[config.mk]
export PLATFORM = sky130hd
export DESIGN_NAME = fra_addsub
export DESIGN_NICKNAME = d
export VERILOG_FILES = /design/src/sv/fra_pkg.sv /design/src/sv/fra_addsub.sv
export SDC_FILE = /design/constraint.sdc
export NUM_CORES = 1
export LEC_CHECK = 0
export ABC_CLOCK_PERIOD_IN_PS = 3000
export BUFFER_PORTS_ARGS = -buffer_cell sky130_fd_sc_hd__buf_2
export CORE_ASPECT_RATIO = 1.1
export CORE_MARGIN = 5
export CORE_UTILIZATION = 40
export DETAILED_ROUTE_END_ITERATION = 16
export GPL_TIMING_DRIVEN = 0
export PLACE_DENSITY_LB_ADDON = 0.25
export SLEW_MARGIN = 40
export SYNTH_ARGS = -nofsm -noshare
export SYNTH_HDL_FRONTEND = slang
export SYNTH_SLANG_ARGS = --single-unit
[constraint.sdc]
create_clock -name vclk -period 3
set_input_delay 0.3 -clock vclk [all_inputs]
set_output_delay 0.3 -clock vclk [all_outputs]
set_load 0.1 [all_outputs]
[src/sv/fra_pkg.sv]
// ----------------------------------------------------------------------------
// fra_pkg: shared types and constants of the frame ring allocator
// Field widths, result status codes and the add/sub unit operation codes.
// ----------------------------------------------------------------------------
package fra_pkg;

	localparam int unsigned MAX_RECORDS_DEF = 256;
	localparam int unsigned ADDR_WIDTH_DEF  = 24;

	localparam int unsigned SIZE_W   = 25;
	localparam int unsigned ALIGN_W  = 17;
	localparam int unsigned FRAME_W  = 32;
	localparam int unsigned HEAP_W   = 25;
	localparam int unsigned STATUS_W = 2;
	localparam int unsigned FREED_W  = 9;

	localparam logic [HEAP_W-1:0] HEAP_RESET = HEAP_W'(25'h100_0000);

	localparam logic OP_ALLOC    = 1'b0;
	localparam logic OP_FINALIZE = 1'b1;

	localparam logic [STATUS_W-1:0] ST_OK       = 2'd0;
	localparam logic [STATUS_W-1:0] ST_NO_SPACE = 2'd1;
	localparam logic [STATUS_W-1:0] ST_FULL     = 2'd2;

	typedef enum logic {
		AS_ADD,
		AS_SUB
	} as_op_t;

endpackage

[src/sv/fra_addsub.sv]
// ----------------------------------------------------------------------------
// fra_addsub: shared add/subtract unit
// Adds or subtracts two operands; on a subtract the carry is high when the
// first operand is not below the second.
// ----------------------------------------------------------------------------
module fra_addsub import fra_pkg::*; #(
	parameter int unsigned W = 27
) (
	input  as_op_t         op,
	input  logic [W-1:0]   a,
	input  logic [W-1:0]   b,
	output logic [W-1:0]   res,
	output logic           carry
);

	logic [W:0] sum;
	logic [W-1:0] b_eff;

	assign b_eff = (op == AS_SUB) ? ~b : b;
	assign sum   = {1'b0, a} + {1'b0, b_eff} + {{W{1'b0}}, (op == AS_SUB)};
	assign res   = sum[W-1:0];
	assign carry = sum[W];

endmodule

-- Word-level counts from Yosys, hierarchy flattened
Cells that the tools add are included.
- shift-type cells: 0
- mux-type cells: 1
- equal/unequal tests: 0
- multipliers: 0
- reductions and logical operators: 0
- add/subtract/negate cells: 2
- bitwise logic cells: 1
- $lt $le $gt $ge: 0
- divide/modulo/power cells: 0
- operator list (cell ; number):
    $add 27x27->28 ; 1
    $add 28x1->28 ; 1
    $mux 27 ; 1
    $not 27->27 ; 1
- bits in latches: 0
- memories kept: 0
- flip-flop bits (word level): 0
- output and inout port bits: 28
- memory bits (writable): 0
- logic and storage cells: 4
- input bits: 55
- bits in read-only memories: 0

-- Longest topological paths before layout
- depth in word-level cells: 4
- depth in mapped cells: 11
- mapped depth without buffers: 9

-- Worst setup path after synthesis
Ideal clock, no wire load.
- kind: input to output
- start: input op
- end: output res[4]
- cell stages on the path: 7
- arrival time: 3.814 ns
- path buffers: 2
- required time: 2.700 ns
- setup slack: -1.114 ns
- cell sequence: buf_6 > buf_2 > xor2_1 > ha_1 > nor2b_4 > o31ai_2 > a21boi_0
- longest elaborated chain between the ends: 3
- ends and longest elaborated chain (element ; line ; text):
    from (decl) ; fra_addsub.sv:9 ; input as_op_t op,
    $mux 27 ; fra_addsub.sv:19 ; assign b_eff = (op == AS_SUB) ? ~b : b;
    $add 27x27->28 ; fra_addsub.sv:20 ; assign sum = {1'b0, a} + {1'b0, b_eff} + {{W{1'b0}}, (op == AS_SUB)};
    $add 28x1->28 * ; fra_addsub.sv:20 ;
    to (decl) ; fra_addsub.sv:12 ; output logic [W-1:0] res,
Mark *: on every way between the ends. The rest lies on a longest branch, timed or not.

-- Worst setup path after layout
- start: input op
- end: output res[25]
Same word-level chain as after synthesis.

==> summary.md <==
| Metric | Value |
|---|---|
| First-pass GRT wire length | `8.99 mm` |
| Synth area leaders | `ha_1, xor2_1, a21oi_1, xnor2_1, nand2_1` |
| Combinational family with the most area after synthesis | `compound AO/OA/AOI/OAI gates` |
| CP max stage delay | `340 ps` |
| Worst vdd ir | `493 uV` |
| Cell variety after synth | `57` |
| Sequential fraction of the synthesis area | `0%` |
| Final Hold Viols | `0` |
| Outcome | `completed` |
| Leak | `1.45 nW` |
| Top-area cell type share of the netlist area | `18.9%` |
| Vias in the first global route | `2102` |
| Syn Area/Cell | `7.82 um^2` |
| Cell mode on critical path | `buf_12` |
| Worst Path Arrival | `2640 ps` |
| Synth area leader | `ha_1` |
| Synth Area in Compound Gates | `34.6%` |
| Final setup viols | `0` |
| Multiplexer share of the synthesized area | `2.36%` |
| Die H | `81.4 um` |
| Most frequent cell after synthesis | `xor2_1` |
| Most common library cells after synthesis | `xor2_1, a21oi_1, ha_1` |
| Syn Inst Count | `237` |
| CP max-delay cell | `ha_1` |
| I/O pin count | `83` |
| Vias per cell | `5.50` |
| Layout cells sized above 1 | `54.9%` |
| Synth Area in Simple Gates | `15.8%` |
| CP required | `2700 ps` |
| Seq_cells | `0` |
| Worst slew pin tran | `494 ps` |
| RSZ-0062 raised after global routing | `true` |
| Register area | `0 um^2` |
| # Max-Cap Violations | `0` |
| Nets | `421` |
| Gpl congestion | `0.840` |
| Min-delay worst type | `input port to output port` |
| DP HPWL | `4.46 mm` |
| CP startpoint kind | `input port` |
| Final worst setup slack | `63.6 ps` |
| Final min period | `2940 ps` |
| Total Die Area | `0.00610 mm^2` |
| CLK BUF | `0` |
| Core ar. | `0.00455 mm^2` |
| Cell Rows | `26` |
| Post-route ant nets | `0` |
| Pin count of the biggest net entering global routing | `11` |
| Detailed Route WL | `5.88 mm` |
| Die W | `74.9 um` |
| PwrDens | `663 mW/mm^2` |
| GRT Total Usage | `17.8%` |
| Critical path capture point type | `output port` |
| Post-synthesis adder-cell area fraction | `20.0%` |
| Vias post-DR | `2150` |
| Fin util | `71.1%` |
| DRT Pass-1 Iters | `4` |
| Area growth from synthesis to layout | `74.7%` |
| CP max FO | `5` |
| Post-Synth XOR/XNOR Area | `23.1%` |
| Diodes inserted | `0` |
| Initial detailed-routing violation count | `75` |
| Pre-CTS setup slack | `-360 ps` |
| Final max-slew violation count | `0` |
| FMAX | `341 MHz` |
| Worst-path cell chain | `buf_16 > buf_12 > xor2_1 > ha_1 > buf_4 > nand4_1 > o221ai_4 > o2bb2ai_4 > o211ai_4 > a41oi_4 > xnor2_4 > buf_12` |
| Area of the mapped netlist | `0.00185 mm^2` |
| Worst setup path class | `input port to output port` |
| Slew HR | `67.3%` |
| Synth warn | `0` |
| Number of remaining DRC errors | `0` |
| Grt total ovfl | `0` |
| WL per Instance | `15.0 um` |
| Period utilization | `97.9%` |
| Syn Nets | `321` |
| Initial antenna violation count | `0` |
| Initial Utilization | `40.7%` |
| Port Buffer Count | `82` |
critical path, delay by kind of cell:
| family | cells | cell delay, ps |
|---|---|---|
| AOI/OAI and AO/OA | 4 | 910 |
| buffers and inverters | 4 | 570 |
| xor gates and xnor gates | 2 | 350 |
| adders and majority gates | 1 | 340 |
| and+or+nand+nor | 1 | 150 |
layout by cell type, fill, tap and decap left out, types with 3 or more instances in the layout:
master     n
xnor2_2    6
inv_1      7
o21a_1     5
buf_2     70
buf_12     7
nand4_1    6
nor2_1    12
o21ai_1    4
o211ai_1   3
a21oi_2    8
o21ai_0    7
xor2_1    26
buf_6      6
xor2_2     5
nand2_2    3
o31ai_4    3
nand2_1   17
a21oi_1   17
ha_2       4
xnor2_4    7
a21o_1     7
a21oi_4    5
ha_1      21
xor2_4     4
ha_4       3
buf_4     18
power breakdown:
part	switching [mW]	internal [mW]	leakage, nW
clock network	0	0	0
registers	0	0	0
logic	1.47	0.680	1.45
timing repair:
| action | CTS | global route |
|---|---|---|
| hold buffers | 0 | 0 |
| resized for setup | 44 | 44 |
| pin swaps | 10 | 25 |
| gates cloned | 0 | 2 |
| endpoints found under the setup margin | 13 | 16 |
| setup buffers | 5 | 10 |
final cells by class:
cell class,count,area (um^2)
multi-input cells,221,2350
fillers,353,1320
repair buffers,98,694
plain buffers,8,91.3
well taps,56,70.1
inverters,8,30.0
stage by stage:
step	setup TNS, ps	area [um^2]	power (mW)	instances	hold WS, ps
final	0	3240	2.15	391	1060
after global routing	-67.6	3240	2.24	391	1080
after CTS	0	2920	2.00	380	1070
after detailed placement	-2790	2700	1.85	375	1070
after global placement	-2590	2700	1.84	375	1060
after floorplan	-738	2220	1.60	237	1010
kinds of logic after synthesis:
logic type	count (synthesis)
AO/OA/AOI/OAI	85
AND/OR/NAND/NOR	55
XOR/XNOR	49
adder cells (fa/ha/maj)	29
buffers and inverters	16
multiplexers	3
worst paths after layout:
| kind | from | to | slack [ps] | depth (start not counted) |
|---|---|---|---|---|
| hold / removal | a[0] | res[0] | 1060 | 3 |
| setup / recovery | op | res[25] | 60 | 12 |
metal layers:
layer  vias up  routed length [um]  global-route usage (%)
met5         -                   0                       0
met4         0                  43                    1.42
met3         7                 384                    1.22
met2        69                3110                    34.5
met1      1011                2350                    21.8
li1       1063                   -                       -
(Power assumes the default switching activity.)
